[src/design/hsv2rgb_pkg.sv]
// ----------------------------------------------------------------------------
// HSV to RGB converter package
// Shared field widths, hue constants and the sideband record.
// ----------------------------------------------------------------------------
package hsv2rgb_pkg;

   localparam int HUE_BITS  = 11;
   localparam int FRAC_BITS = 8;
   localparam int PORT_BITS = 8;

   localparam logic [HUE_BITS-1:0]  HUE_FULL = 11'd1536;
   localparam logic [FRAC_BITS:0]   FRAC_ONE = 9'd256;

   typedef enum logic [2:0] {
      SECTOR_0 = 3'd0,
      SECTOR_1 = 3'd1,
      SECTOR_2 = 3'd2,
      SECTOR_3 = 3'd3,
      SECTOR_4 = 3'd4,
      SECTOR_5 = 3'd5
   } sector_type;

   typedef struct packed {
      sector_type sector;
      logic       grey;
   } side_type;

endpackage

[src/design/hsv2rgb_prep.sv]
// ----------------------------------------------------------------------------
// HSV to RGB front stage
// Wraps hue, splits sector and fraction, forms the p, q and t factors.
// ----------------------------------------------------------------------------
module hsv2rgb_prep #(
   parameter int CHANNEL_BITS = 8
) (
   input  logic                                clock,
   input  logic                                enable,
   input  logic [hsv2rgb_pkg::HUE_BITS-1:0]    hue,
   input  logic [hsv2rgb_pkg::PORT_BITS-1:0]   saturation,
   input  logic [hsv2rgb_pkg::PORT_BITS-1:0]   value,
   output hsv2rgb_pkg::side_type               side_ff,
   output logic [CHANNEL_BITS-1:0]             value_ff,
   output logic [CHANNEL_BITS-1:0]             p_factor_ff,
   output logic [CHANNEL_BITS+7:0]             q_factor_ff,
   output logic [CHANNEL_BITS+7:0]             t_factor_ff
);

   localparam int CW = CHANNEL_BITS;
   localparam int KW = CHANNEL_BITS + hsv2rgb_pkg::FRAC_BITS;
   localparam logic [CW-1:0] CH_MAX = CW'((2 ** CHANNEL_BITS) - 1);
   localparam logic [KW-1:0] FULL   = KW'(((2 ** CHANNEL_BITS) - 1) * 256);

   logic [hsv2rgb_pkg::HUE_BITS-1:0]  hue_wrap;
   logic [hsv2rgb_pkg::FRAC_BITS-1:0] frac;
   logic [CW-1:0]                     sat_c;
   hsv2rgb_pkg::side_type             side_in;
   logic [CW-1:0]                     value_in;
   logic [CW-1:0]                     p_factor_in;
   logic [KW-1:0]                     q_factor_in;
   logic [KW-1:0]                     t_factor_in;

   always_comb begin
      hue_wrap = (hue >= hsv2rgb_pkg::HUE_FULL) ? hue - hsv2rgb_pkg::HUE_FULL : hue;
      frac     = hue_wrap[hsv2rgb_pkg::FRAC_BITS-1:0];
      sat_c    = CW'(saturation);
      value_in = CW'(value);
      side_in.sector = hsv2rgb_pkg::sector_type'(
         hue_wrap[hsv2rgb_pkg::HUE_BITS-1:hsv2rgb_pkg::FRAC_BITS]);
      side_in.grey   = (sat_c == '0);
      p_factor_in = CH_MAX - sat_c;
      q_factor_in = FULL - KW'(sat_c) * KW'(frac);
      t_factor_in = FULL - KW'(sat_c) * KW'(hsv2rgb_pkg::FRAC_ONE - {1'b0, frac});
   end

   always_ff @(posedge clock) begin
      if (enable) begin
         side_ff     <= side_in;
         value_ff    <= value_in;
         p_factor_ff <= p_factor_in;
         q_factor_ff <= q_factor_in;
         t_factor_ff <= t_factor_in;
      end
   end

endmodule

[src/design/hsv2rgb_scale.sv]
// ----------------------------------------------------------------------------
// HSV to RGB scaling unit
// value * factor, optional shift right by PRE_SHIFT, then /(2^n - 1) by estimate and correction.
// Three register stages.
// ----------------------------------------------------------------------------
module hsv2rgb_scale #(
   parameter int CHANNEL_BITS = 8,
   parameter int FACTOR_BITS  = 8,
   parameter int PRE_SHIFT    = 0
) (
   input  logic                    clock,
   input  logic                    enable,
   input  logic [CHANNEL_BITS-1:0] value,
   input  logic [FACTOR_BITS-1:0]  factor,
   output logic [CHANNEL_BITS-1:0] quotient_ff
);

   localparam int CW = CHANNEL_BITS;
   localparam int PW = CHANNEL_BITS + FACTOR_BITS;
   localparam int XW = 2 * CHANNEL_BITS;
   localparam int SW = 2 * CHANNEL_BITS + 1;
   localparam logic [XW-1:0] CH_MAX = XW'((2 ** CHANNEL_BITS) - 1);

   logic [PW-1:0] product_in;
   logic [XW-1:0] dividend_in;
   logic [XW-1:0] dividend_ff;
   logic [XW-1:0] dividend_d_ff;
   logic [CW-1:0] estimate_in;
   logic [CW-1:0] estimate_ff;
   logic [XW-1:0] back_in;
   logic [XW-1:0] remainder_in;
   logic [CW-1:0] quotient_in;

   // dividend stays below 2^(2n); estimate is low by at most one
   always_comb begin
      product_in   = PW'(value) * PW'(factor);
      dividend_in  = XW'(product_in >> PRE_SHIFT);
      estimate_in  = CW'((SW'(dividend_ff) + SW'(dividend_ff >> CW)) >> CW);
      back_in      = {estimate_ff, {CW{1'b0}}} - XW'(estimate_ff);
      remainder_in = dividend_d_ff - back_in;
      quotient_in  = (remainder_in >= CH_MAX) ? estimate_ff + CW'(1) : estimate_ff;
   end

   always_ff @(posedge clock) begin
      if (enable) begin
         dividend_ff   <= dividend_in;
         dividend_d_ff <= dividend_ff;
         estimate_ff   <= estimate_in;
         quotient_ff   <= quotient_in;
      end
   end

endmodule

[src/design/hsv2rgb_map.sv]
// ----------------------------------------------------------------------------
// HSV to RGB channel mapping
// Picks the per-sector channel order, grey override, registered result.
// ----------------------------------------------------------------------------
module hsv2rgb_map #(
   parameter int CHANNEL_BITS = 8
) (
   input  logic                                clock,
   input  logic                                enable,
   input  hsv2rgb_pkg::side_type               side,
   input  logic [CHANNEL_BITS-1:0]             value,
   input  logic [CHANNEL_BITS-1:0]             p_level,
   input  logic [CHANNEL_BITS-1:0]             q_level,
   input  logic [CHANNEL_BITS-1:0]             t_level,
   output logic [hsv2rgb_pkg::PORT_BITS-1:0]   red_ff,
   output logic [hsv2rgb_pkg::PORT_BITS-1:0]   green_ff,
   output logic [hsv2rgb_pkg::PORT_BITS-1:0]   blue_ff
);

   localparam int OW = hsv2rgb_pkg::PORT_BITS;

   logic [CHANNEL_BITS-1:0] red_c;
   logic [CHANNEL_BITS-1:0] green_c;
   logic [CHANNEL_BITS-1:0] blue_c;
   logic [OW-1:0]           red_in;
   logic [OW-1:0]           green_in;
   logic [OW-1:0]           blue_in;

   always_comb begin
      case (side.sector)
         hsv2rgb_pkg::SECTOR_0: begin
            red_c = value;   green_c = t_level; blue_c = p_level;
         end
         hsv2rgb_pkg::SECTOR_1: begin
            red_c = q_level; green_c = value;   blue_c = p_level;
         end
         hsv2rgb_pkg::SECTOR_2: begin
            red_c = p_level; green_c = value;   blue_c = t_level;
         end
         hsv2rgb_pkg::SECTOR_3: begin
            red_c = p_level; green_c = q_level; blue_c = value;
         end
         hsv2rgb_pkg::SECTOR_4: begin
            red_c = t_level; green_c = p_level; blue_c = value;
         end
         default: begin
            red_c = value;   green_c = p_level; blue_c = q_level;
         end
      endcase
      if (side.grey) begin
         red_c   = value;
         green_c = value;
         blue_c  = value;
      end
      red_in   = OW'(red_c);
      green_in = OW'(green_c);
      blue_in  = OW'(blue_c);
   end

   always_ff @(posedge clock) begin
      if (enable) begin
         red_ff   <= red_in;
         green_ff <= green_in;
         blue_ff  <= blue_in;
      end
   end

endmodule

[src/design/hsv_to_rgb_converter.sv]
// A request passes through the prep, scaling and map registers before its result is valid.
// Throughput: one request per cycle; all five stages hold together while the
// result register is stalled, so nothing is dropped or repeated.
// Reset clears the stage valid bits only; data registers are not reset.
// ----------------------------------------------------------------------------
// HSV to RGB converter
// Six-sector fixed-point HSV to 8-bit RGB, pipelined over five stages.
// ----------------------------------------------------------------------------
module hsv_to_rgb_converter #(
   parameter int CHANNEL_BITS = 8
) (
   input  logic        clock,
   input  logic        reset,
   input  logic        req_tvalid,
   output logic        req_tready,
   input  logic [31:0] req_tdata,   // hue[10:0], saturation[18:11], value[26:19], zero pad
   output logic        rsp_tvalid,
   input  logic        rsp_tready,
   output logic [23:0] rsp_tdata    // red[7:0], green[15:8], blue[23:16]
);

   localparam int CW     = CHANNEL_BITS;
   localparam int KW     = CHANNEL_BITS + hsv2rgb_pkg::FRAC_BITS;
   localparam int STAGES = 5;
   localparam int DELAY  = 3;

   logic                  enable;
   logic [STAGES-1:0]     valid_ff;
   logic [STAGES-1:0]     valid_in;

   hsv2rgb_pkg::side_type side_s1;
   logic [CW-1:0]         value_s1;
   logic [CW-1:0]         p_factor_s1;
   logic [KW-1:0]         q_factor_s1;
   logic [KW-1:0]         t_factor_s1;

   hsv2rgb_pkg::side_type side_ff  [DELAY];
   logic [CW-1:0]         value_ff [DELAY];

   logic [CW-1:0]         p_level;
   logic [CW-1:0]         q_level;
   logic [CW-1:0]         t_level;

   logic [hsv2rgb_pkg::PORT_BITS-1:0] red;
   logic [hsv2rgb_pkg::PORT_BITS-1:0] green;
   logic [hsv2rgb_pkg::PORT_BITS-1:0] blue;

   assign enable     = !valid_ff[STAGES-1] || rsp_tready;
   assign req_tready = enable;
   assign rsp_tvalid = valid_ff[STAGES-1];
   assign rsp_tdata  = {blue, green, red};
   assign valid_in   = {valid_ff[STAGES-2:0], req_tvalid};

   always_ff @(posedge clock) begin
      if (reset) begin
         valid_ff <= '0;
      end else if (enable) begin
         valid_ff <= valid_in;
      end
   end

   hsv2rgb_prep #(.CHANNEL_BITS(CHANNEL_BITS)) u_prep (
      .clock       (clock),
      .enable      (enable),
      .hue         (req_tdata[10:0]),
      .saturation  (req_tdata[18:11]),
      .value       (req_tdata[26:19]),
      .side_ff     (side_s1),
      .value_ff    (value_s1),
      .p_factor_ff (p_factor_s1),
      .q_factor_ff (q_factor_s1),
      .t_factor_ff (t_factor_s1)
   );

   // sideband delay to line up with the scaling units
   always_ff @(posedge clock) begin
      if (enable) begin
         side_ff[0]  <= side_s1;
         value_ff[0] <= value_s1;
         for (int i = 1; i < DELAY; i++) begin
            side_ff[i]  <= side_ff[i-1];
            value_ff[i] <= value_ff[i-1];
         end
      end
   end

   hsv2rgb_scale #(
      .CHANNEL_BITS (CHANNEL_BITS),
      .FACTOR_BITS  (CW),
      .PRE_SHIFT    (0)
   ) u_scale_p (
      .clock       (clock),
      .enable      (enable),
      .value       (value_s1),
      .factor      (p_factor_s1),
      .quotient_ff (p_level)
   );

   hsv2rgb_scale #(
      .CHANNEL_BITS (CHANNEL_BITS),
      .FACTOR_BITS  (KW),
      .PRE_SHIFT    (hsv2rgb_pkg::FRAC_BITS)
   ) u_scale_q (
      .clock       (clock),
      .enable      (enable),
      .value       (value_s1),
      .factor      (q_factor_s1),
      .quotient_ff (q_level)
   );

   hsv2rgb_scale #(
      .CHANNEL_BITS (CHANNEL_BITS),
      .FACTOR_BITS  (KW),
      .PRE_SHIFT    (hsv2rgb_pkg::FRAC_BITS)
   ) u_scale_t (
      .clock       (clock),
      .enable      (enable),
      .value       (value_s1),
      .factor      (t_factor_s1),
      .quotient_ff (t_level)
   );

   hsv2rgb_map #(.CHANNEL_BITS(CHANNEL_BITS)) u_map (
      .clock    (clock),
      .enable   (enable),
      .side     (side_ff[DELAY-1]),
      .value    (value_ff[DELAY-1]),
      .p_level  (p_level),
      .q_level  (q_level),
      .t_level  (t_level),
      .red_ff   (red),
      .green_ff (green),
      .blue_ff  (blue)
   );

endmodule
[config.mk]
export PLATFORM = sky130hd
export DESIGN_NAME = hsv_to_rgb_converter
export DESIGN_NICKNAME = d
export VERILOG_FILES = /design/src/design/hsv2rgb_pkg.sv /design/src/design/hsv2rgb_prep.sv /design/src/design/hsv2rgb_scale.sv /design/src/design/hsv2rgb_map.sv /design/src/design/hsv_to_rgb_converter.sv
export SDC_FILE = /design/constraint.sdc
export NUM_CORES = 1
export LEC_CHECK = 0
export ABC_AREA = 1
export ABC_CLOCK_PERIOD_IN_PS = 8100
export CAP_MARGIN = 5
export CORE_MARGIN = 2
export CORE_UTILIZATION = 67
export DETAILED_ROUTE_END_ITERATION = 8
export DONT_BUFFER_PORTS = 1
export MAX_ROUTING_LAYER = met4
export PLACE_DENSITY_LB_ADDON = 0.1
export SYNTH_ARGS = -nofsm -noshare
export SYNTH_HDL_FRONTEND = slang
export SYNTH_SLANG_ARGS = --single-unit
[constraint.sdc]
create_clock -name clock -period 8.1 [get_ports clock]
set_input_delay 0.81 -clock clock [delete_from_list [all_inputs] [get_ports clock]]
set_output_delay 0.81 -clock clock [all_outputs]
set_load 0.05 [all_outputs]
==> qor.csv, run 1 <==
metric,value,unit
status,"complete, no violations",
synth_edf_count,255,
wl_per_cell,14.8,um
syn-num-nets,4377,
ctsLongestPathBuffers,3,
finClkSkew,0.0140,ns
cp_common_cell,fa_1,
start_util,67.6,%
drv_cap,0,
drt.antenna.violating_nets,0,
ys_seq_elements,260,
yosys.area.top_type,edfxtp_1,
timing.final.crit_share,67.4,%
period_needed,5.46,ns
synthFlopType,edfxtp_1,
gp_congestion,0.939,
nets,4323,
syn_inst,3742,
rsz0062_at_grt,no,
regToRegStartpoint,u_prep.value_ff[6],
routed_wl,63600,um
row_count,77,
numCtsBuffers,29,
crit_path_end_kind,register,
grt_start_max_net_pins,181,
setup_viol,0,
slew_headroom,36.5,%
cp-start-kind,primary input,
grt_usage,29.4,%
hpwl,50700,um
drive_gt1_share,2.00,%
grt_overflow,0,
grt_pass1_wl,109000,um
worstHoldPathType,in2reg,
antenna_found_initial,1,
worstHoldStart,reset,
avgSynthCellArea,7.98,um2
die_w,215,um
cts.sinks,260,
final_common_cell,inv_1,
drt-initial-drc-count,1376,
post-cts-setup-buffers,0,
path_clk_slew,0.06,ns
tightest_slew,0.953,ns
firstDrtPassIters,5,
synth_top_area_share,25.7,%
cpPeakStageDelay,0.54,ns
core_area,44100,um2
mostFrequentLayoutCells,"inv_1 (1031), nand2_1 (970), ha_1 (318)",
drc,0,
worstPathRequired,8.41,ns
yosysSeqAreaShare,26.0,%
fin_setup_tns,0,ns
num_vias,22800,
dieArea,46300,um2
r2r_slack,2.87,ns
report.final.slew_viol_count,0,
htreeDepth,1,
crit_start,req_tdata[0],
worstSetupPathType,in2reg,
clk_latency,0.56,ns
grt_pass1_vias,23300,
cp_slowest_cell,fa_1,
synth_cell_type_count,48,
postCtsHoldBufs,0,
async_flop_share,0,%
synth_area_leaders,"edfxtp_1 (26%), fa_1 (19%), ha_1 (13%)",
netlist_area,29800,um2
drt-vias-per-instance,5.29,
cts_resized,0,
crit_arrival,5.77,ns
cp_max_fo,10,
cts_root_buf,clkbuf_16,
cts_tree,yes,
die_y,215,um
hold_violations,0,
area_growth,4.32,%
boundaryPins,62,
crit_chain,nor3_4 -> inv_2 -> or2_1 -> or3_4 -> nor2_4 -> xor2_2 -> nor2_1 -> fa_1 -> fa_1 -> inv_1 -> fa_1 -> inv_1 -> fa_1 -> inv_1 -> ha_1 -> a21oi_1 -> a21boi_0 -> o21ai_0 -> a21oi_1 -> xnor2_1,
port_buffers,0,
fmax,183,MHz
yosys_warnings,0,
-- worst paths after layout --
path	endpoint	cells past startpoint
worst min-delay path	valid_ff[2]	1
worst max-delay path	u_prep.t_factor_ff[13]	20
worst min register to register	value_ff[0][20]	0
worst max register to register	u_scale_q.dividend_ff[15]	18
-- worst max-delay path: cells and delay by family --
family | cells | cell delay [ns]
buffers and inverters | 4 | 0.20
and+or+nand+nor | 5 | 0.99
xor gates and xnor gates | 2 | 0.34
adders and majority gates | 5 | 2.37
AOI/OAI and AO/OA | 4 | 1.07
-- cells in the mapped netlist, types with 29 or more instances --
| master | n |
|---|---|
| edfxtp_1 | 255 |
| nand4_1 | 44 |
| nor2_1 | 182 |
| inv_1 | 1032 |
| nand3_1 | 105 |
| ha_1 | 318 |
| xor2_1 | 72 |
| a21oi_1 | 112 |
| xnor2_1 | 38 |
| fa_1 | 281 |
| nand2_1 | 970 |
| clkbuf_1 | 45 |
| o21ai_0 | 69 |
| clkbuf_2 | 29 |
-- registers in the layout, summed over array words and instances, names as in the netlist, 16 cells and up --
name                     cells
u_prep.t_factor_ff          16
u_scale_p.dividend_d_ff     16
u_scale_t.dividend_d_ff     16
u_scale_q.dividend_d_ff     16
u_scale_t.dividend_ff       16
value_ff                    24
u_scale_q.dividend_ff       16
u_scale_p.dividend_ff       16
-- cell families (layout without fill, tap and decap cells) --
group                      count (synthesis)  in the layout  share of synthesized area (%)
and+or+nand+nor                         1367           1367                           18.6
adders and majority gates                599            599                           32.2
muxes                                      7              7                          0.264
xor gates and xnor gates                 111            111                           3.28
buffers and inverters                   1132           1096                           14.4
DFF                                      260            260                           26.0
other                                      0              1                              0
AOI/OAI and AO/OA                        266            266                           5.20
-- layout make-up --
class | instances | area [um2]
Antenna cell | 1 | 2.50
Clock buffer | 32 | 737
Clock inverter | 17 | 135
Fill cell | 3528 | 13000
Inverter | 1038 | 3900
Multi-Input combinational cell | 2350 | 17800
Sequential cell | 260 | 7760
Tap cell | 592 | 741
Timing Repair Buffer | 9 | 80.1
-- layer usage --
metal | GRT usage, % | vias up | wire [um]
li1 | - | 11200 | -
met1 | 37.3 | 10800 | 27400
met2 | 50.2 | 631 | 31400
met3 | 2.77 | 123 | 3140
met4 | 8.90 | 0 | 1620
met5 | - | - | 0
-- per-stage QoR --
stage	cells	hold slack, ns	util (%)	instance area, um2	worst slack [ns]
after detailed placement	4249	0.406	68.6	30300	2.15
final	4299	0.310	70.6	31100	2.64
after floorplan	3742	0.400	-	29800	1.13
after global routing	4299	0.298	70.6	31100	2.37
after global placement	4249	0.401	68.6	30300	2.30
after CTS	4298	0.289	70.6	31100	2.74
Power of run 1 is not shown: default switching activity piles up to over one toggle a cycle in this logic, so the estimate is an artifact.
==> run 2: changes to the inputs <==
--- a/config.mk
+++ b/config.mk
@@ -5,8 +5,8 @@
 export SDC_FILE = /design/constraint.sdc
 export NUM_CORES = 1
 export LEC_CHECK = 0
-export ABC_AREA = 1
-export ABC_CLOCK_PERIOD_IN_PS = 8100
+export ABC_AREA = 0
+export ABC_CLOCK_PERIOD_IN_PS = 5400
 export CAP_MARGIN = 5
 export CORE_MARGIN = 2
 export CORE_UTILIZATION = 67
==> constraint.sdc (replaced) <==
create_clock -name clock -period 5.4 [get_ports clock]
set_input_delay 0.54 -clock clock [delete_from_list [all_inputs] [get_ports clock]]
set_output_delay 0.54 -clock clock [all_outputs]
set_load 0.05 [all_outputs]
==> qor.csv, run 2 <==
metric,value,unit,change
slew_headroom,26.9,%,-9.6 points
yosys_warnings,0,,unchanged
crit_path_end_kind,register,,
ys_seq_elements,260,,unchanged
worstHoldPathType,in2reg,,
port_buffers,0,,unchanged
netlist_top_cells_count,"inv_1 (545), ha_1 (318), and2_1 (295)",,
grt_pass1_wl,92400,um,-15%
synthFlopType,edfxtp_1,,
regToRegStartpoint,u_prep.value_ff[2],,
drv_cap,0,,unchanged
hpwl,42800,um,-16%
rsz0062_at_grt,yes,,
cp_max_fo,3,,-7
period_needed,5.32,ns,
fin_area,29200,um2,-6.2%
hold_violations,0,,unchanged
yosysSeqAreaShare,28.4,%,+2.4 points
finClkSkew,0.0241,ns,+0.0102 ns
top_register,value_ff,,
drt-vias-per-instance,5.63,,+6.4%
largest_reg_flops,24,,unchanged
grt_usage,27.7,%,-1.6 points
grt_overflow,0,,unchanged
cp_common_cell,fa_1,,
r2r_slack,0.08,ns,-2.79 ns
firstDrtPassIters,7,,+2
worstPathRequired,5.69,ns,-2.72 ns
final_util,73.0,%,+2.4 points
cp_slowest_cell,fa_1,,
row_count,73,,-5.2%
crit_chain,buf_6 -> and2_1 -> fa_2 -> fa_1 -> fa_1 -> inv_1 -> fa_1 -> inv_1 -> ha_4 -> a2111oi_4 -> o21ai_1 -> o211a_1 -> o21a_1 -> o21a_1 -> a41o_1 -> a211o_1 -> or3_4 -> a31oi_4 -> xnor2_1,,
multi_input_area,17400,um2,-2.3%
netlist_area,27300,um2,-8.5%
num_vias,18500,,-19%
grt_start_max_net_pins,105,,-42%
cpPeakStageDelay,0.56,ns,+0.02 ns
area_growth,6.94,%,
final_common_cell,inv_1,,
drt.antenna.violating_nets,0,,unchanged
postPlaceCellArea,28100,um2,-7.2%
clk_latency,0.56,ns,about the same
crit_arrival,5.61,ns,-0.16 ns
seq_area,7760,um2,unchanged
yosys.area.top_type,edfxtp_1,,
mostFrequentLayoutCells,"inv_1 (544), ha_1 (314), and2_1 (294)",,
whs,0.0418,ns,-0.269 ns
drive_gt1_share,4.47,%,+2.5 points
worstSetupPathType,reg2reg,,
synth.most_common_cell,inv_1,,
synth_edf_count,255,,unchanged
wl_per_cell,16.6,um,+12%
antenna_found_initial,4,,+3
report.final.slew_viol_count,0,,unchanged
numCtsBuffers,29,,unchanged
routed_wl,54500,um,-14%
nets,3364,,-22%
fin_setup_tns,0,ns,unchanged
syn_inst,2720,,-27%
ctsLongestPathBuffers,3,,unchanged
start_util,68.2,%,+0.60 points
drc,0,,unchanged
syn-num-nets,3355,,-23%
fillers,2915,,-17%
regToRegEndpoint,u_scale_t.dividend_ff[15],,
htreeDepth,1,,unchanged
synth_area_leaders,"edfxtp_1 (28%), fa_1 (21%), ha_1 (15%)",,
cts.sinks,260,,unchanged
cp-start-kind,register,,
worstHoldStart,reset,,
r2r_cells,19,,+1
whs_endpoint,valid_ff[0],,
core_area,40000,um2,-9.3%
avgSynthCellArea,10.0,um2,+26%
gp_congestion,0.898,,-4.4%
die_y,206,um,-4.3%
die_w,206,um,-4.3%
path_clk_slew,0.06,ns,about the same
worstHoldPathCells,1,,unchanged
timing.final.crit_share,98.5,%,
tightest_slew,1.10,ns,+0.143 ns
status,"complete, no violations",,
synth_cell_type_count,67,,+40%
cts_root_buf,clkbuf_16,,
synth_top_area_share,28.0,%,+2.4 points
grt_pass1_vias,19300,,-17%
fmax,188,MHz,
setup_viol,0,,unchanged
boundaryPins,62,,unchanged
cts_tree,yes,,
async_flop_share,0,%,unchanged
drt-initial-drc-count,1194,,-13%
dieArea,42400,um2,-8.4%
[run 2: layout make-up]
type | count | area share, %
inverters | 546 | 7.02
well taps | 525 | 2.25
clock buffers | 34 | 2.55
multi-input cells | 1845 | 59.5
repair buffers | 47 | 1.33
clock inverters | 19 | 0.724
flip-flops and latches | 260 | 26.6
diodes | 5 | 0.0429
[run 2: cells by family (layout without fill, tap and decap cells)]
family	count (synthesis)	count (layout)	synth area share (%)
and+or+nand+nor	759	759	14.4
buffers and inverters	615	646	8.46
DFF	260	260	28.4
adders and majority gates	599	599	35.2
muxes	48	48	1.76
AOI/OAI and AO/OA	306	306	7.47
xor gates and xnor gates	133	133	4.27
other	0	5	0
[run 2: routing by layer]
| metal | vias up | global-route usage [%] | wire length [um] |
|---|---|---|---|
| met5 | - | - | 0 |
| met3 | 94 | 3.34 | 2630 |
| met2 | 463 | 46.0 | 26400 |
| met4 | 0 | 7.76 | 1290 |
| li1 | 8850 | - | - |
| met1 | 9073 | 36.4 | 24200 |
[run 2: worst max-delay path, delay by kind of cell, from the launching register on]
family / cells / cell delay [ns]
adders and majority gates: 5 / 2.09
AOI/OAI and AO/OA: 8 / 1.68
and+or+nand+nor: 2 / 0.51
DFF: 1 / 0.44
buffers and inverters: 3 / 0.26
xor gates and xnor gates: 1 / 0.08
[run 2: worst max-delay path by stage]
stage,startpoint,to,slack [ns],cells after the start
floorplan,req_tdata[1],u_prep.t_factor_ff[15],0.0009,22
global route,u_prep.value_ff[2],u_scale_t.dividend_ff[15],-0.08,19
finish,u_prep.value_ff[2],u_scale_t.dividend_ff[15],0.08,19
CTS,u_prep.value_ff[2],u_scale_t.dividend_ff[15],0.01,19
detailed placement,req_tdata[0],u_prep.t_factor_ff[15],-0.11,20
global placement,req_tdata[0],u_prep.t_factor_ff[15],0.01,20
[run 2: what timing repair did]
item | CTS | global route
setup endpoints to repair | 1 | 10
resized for setup | 2 | 16
pin swaps | 2 | 7
setup buffers | 2 | 3
hold buffers | 0 | 0
[run 2: per-stage QoR]
stage          cells  setup WS [ns]
2_1_floorplan   2720       0.000885
3_3_place_gp    3218         0.0137
3_5_place_dp    3218         -0.112
4_1_cts         3273         0.0111
5_1_grt         3279        -0.0845
6_report        3281         0.0819
Power of run 2 is left out for the same reason.
==> run 3: changes to the inputs <==
--- a/config.mk
+++ b/config.mk
@@ -13,7 +13,7 @@
 export DETAILED_ROUTE_END_ITERATION = 8
 export DONT_BUFFER_PORTS = 1
 export MAX_ROUTING_LAYER = met4
-export PLACE_DENSITY_LB_ADDON = 0.1
+export PLACE_DENSITY_LB_ADDON = 0.15
 export SYNTH_ARGS = -nofsm -noshare
 export SYNTH_HDL_FRONTEND = slang
 export SYNTH_SLANG_ARGS = --single-unit
==> qor.csv, run 3 (synthesis results as in run 2) <==
metric,value,unit,change
gp_congestion,0.946,,+5.3%
routed_wl,54200,um,-0.42%
mostFrequentLayoutCells,"inv_1 (543), ha_1 (313), and2_1 (292)",,
num_vias,18500,,-0.054%
drt-initial-drc-count,1076,,-9.9%
die_w,206,um,unchanged
core_area,40000,um2,unchanged
timing.final.crit_share,98.3,%,-0.22 points
finalWorstSetupSlack,0.0939,ns,+0.0120 ns
wl_per_cell,16.5,um,-0.51%
cp_max_fo,3,,unchanged
wl_met1,23900,um,-1.0%
grt_overflow,0,,unchanged
largest_reg_flops,24,,unchanged
tightest_slew,1.01,ns,-0.0848 ns
clk_latency,0.59,ns,+0.03 ns
cts.sinks,260,,unchanged
fin_cells,3284,,+0.091%
report.final.slew_viol_count,0,,unchanged
die_y,206,um,unchanged
worstHoldPathType,in2reg,,
drt.antenna.violating_nets,0,,unchanged
grt_pass1_wl,92400,um,about the same
final_common_cell,inv_1,,
grt_pass1_vias,19400,,+0.60%
worstHoldPathCells,1,,unchanged
hold_violations,0,,unchanged
slew_headroom,32.6,%,+5.7 points
drt-vias-per-instance,5.62,,-0.15%
ctsLongestPathBuffers,3,,unchanged
finClkSkew,0.0284,ns,+0.00425 ns
drc,0,,unchanged
worstPathRequired,5.71,ns,+0.02 ns
crit_path_end_kind,register,,
multi_input_area,17400,um2,about the same
cts_root_buf,clkbuf_16,,
antenna_found_initial,1,,-3
nets,3369,,+0.15%
wl_met2,26400,um,+0.14%
dieArea,42400,um2,unchanged
dp_cells,3221,,+0.093%
worstSetupPathType,reg2reg,,
fillers,2824,,-3.1%
seq_area,7760,um2,unchanged
final_util,73.5,%,+0.48 points
hpwl,42500,um,-0.67%
grt_usage,27.6,%,-0.14 points
met3WireLength,2530,um,-3.8%
drv_cap,0,,unchanged
top_register,value_ff,,
top_layer_used,met4,,
path_clk_slew,0.06,ns,about the same
start_util,68.2,%,unchanged
setup_viol,0,,unchanged
area_growth,7.64,%,
firstDrtPassIters,5,,-2
boundaryPins,62,,unchanged
grt_start_max_net_pins,97,,-7.6%
dp_slack,-0.104,ns,+0.00806 ns
cp-start-kind,register,,
row_count,73,,unchanged
port_buffers,0,,unchanged
htreeDepth,1,,unchanged
whs,0.0245,ns,-0.0173 ns
cts_tree,yes,,
crit_arrival,5.61,ns,about the same
status,"complete, no violations",,
drive_gt1_share,5.01,%,+0.54 points
period_needed,5.31,ns,-0.0120 ns
numCtsBuffers,29,,unchanged
rsz0062_at_grt,yes,,
fmax,188,MHz,+0.23%
r2r_cells,18,,-1
[run 3: changes by cell type in the layout (fill, tap and decap cells not counted), moves of 2 or more]
cell,delta
bufinv_16,+2
diode_2,-2
buf_4,-3
and2_1,-2
clkinvlp_4,+5
and2_4,+2
buf_6,+3
buf_12,+3
clkinv_1,-4
[run 3: final cells by class]
| class | instances | share of cell area [%] |
|---|---|---|
| Multi-Input combinational cell | 1845 | 59.2 |
| Antenna cell | 3 | 0.0255 |
| Tap cell | 525 | 2.24 |
| Inverter | 546 | 6.97 |
| Timing Repair Buffer | 52 | 1.69 |
| Clock buffer | 33 | 2.52 |
| Clock inverter | 20 | 0.992 |
| Sequential cell | 260 | 26.4 |
[run 3: timing repair]
| item | CTS | global route |
|---|---|---|
| setup endpoints to repair | 5 | 13 |
| cloned | 0 | 1 |
| setup buffers | 3 | 3 |
| gates resized for setup | 3 | 28 |
| pin swaps | 3 | 7 |
| endpoints found under the hold margin | 3 | 0 |
| hold buffers | 1 | 0 |
[run 3: worst paths after layout]
path / slack, ns / endpoint / from
min reg2reg: 0.42 / value_ff[0][10] / value_ff[0][2]
min: 0.02 / valid_ff[1] / reset
max: 0.09 / u_scale_t.dividend_ff[15] / u_prep.value_ff[2]
max reg2reg: 0.09 / u_scale_t.dividend_ff[15] / u_prep.value_ff[2]
[run 3: worst max-delay path, cell delays in order (launching register included)]
cell and delay, ns:
edfxtp_1 0.48, and2_4 0.20, fa_2 0.40, fa_1 0.49, inv_1 0.06, fa_1 0.56, fa_1 0.42, inv_1 0.10
ha_4 0.21, a2111oi_4 0.30, o21ai_1 0.13, o211a_1 0.14, o21a_1 0.18, o21a_1 0.18, a41o_1 0.22, a211o_1 0.32
or3_4 0.35, a31oi_4 0.21, xnor2_2 0.07
[run 3: through the flow]
stage | cell area [um2] | TNS [ns]
floorplan | 27400 | 0
global placement | 28100 | 0
finish | 29400 | 0
detailed placement | 28100 | -0.247
global route | 29400 | -0.126
CTS | 29200 | 0
[run 3: per-layer routing]
layer / global-route usage, % / vias up
li1: - / 8875
met1: 35.6 / 9042
met2: 46.7 / 463
met3: 2.76 / 90
met4: 8.04 / 0
met5: - / -
Power of run 3 is left out for the same reason.
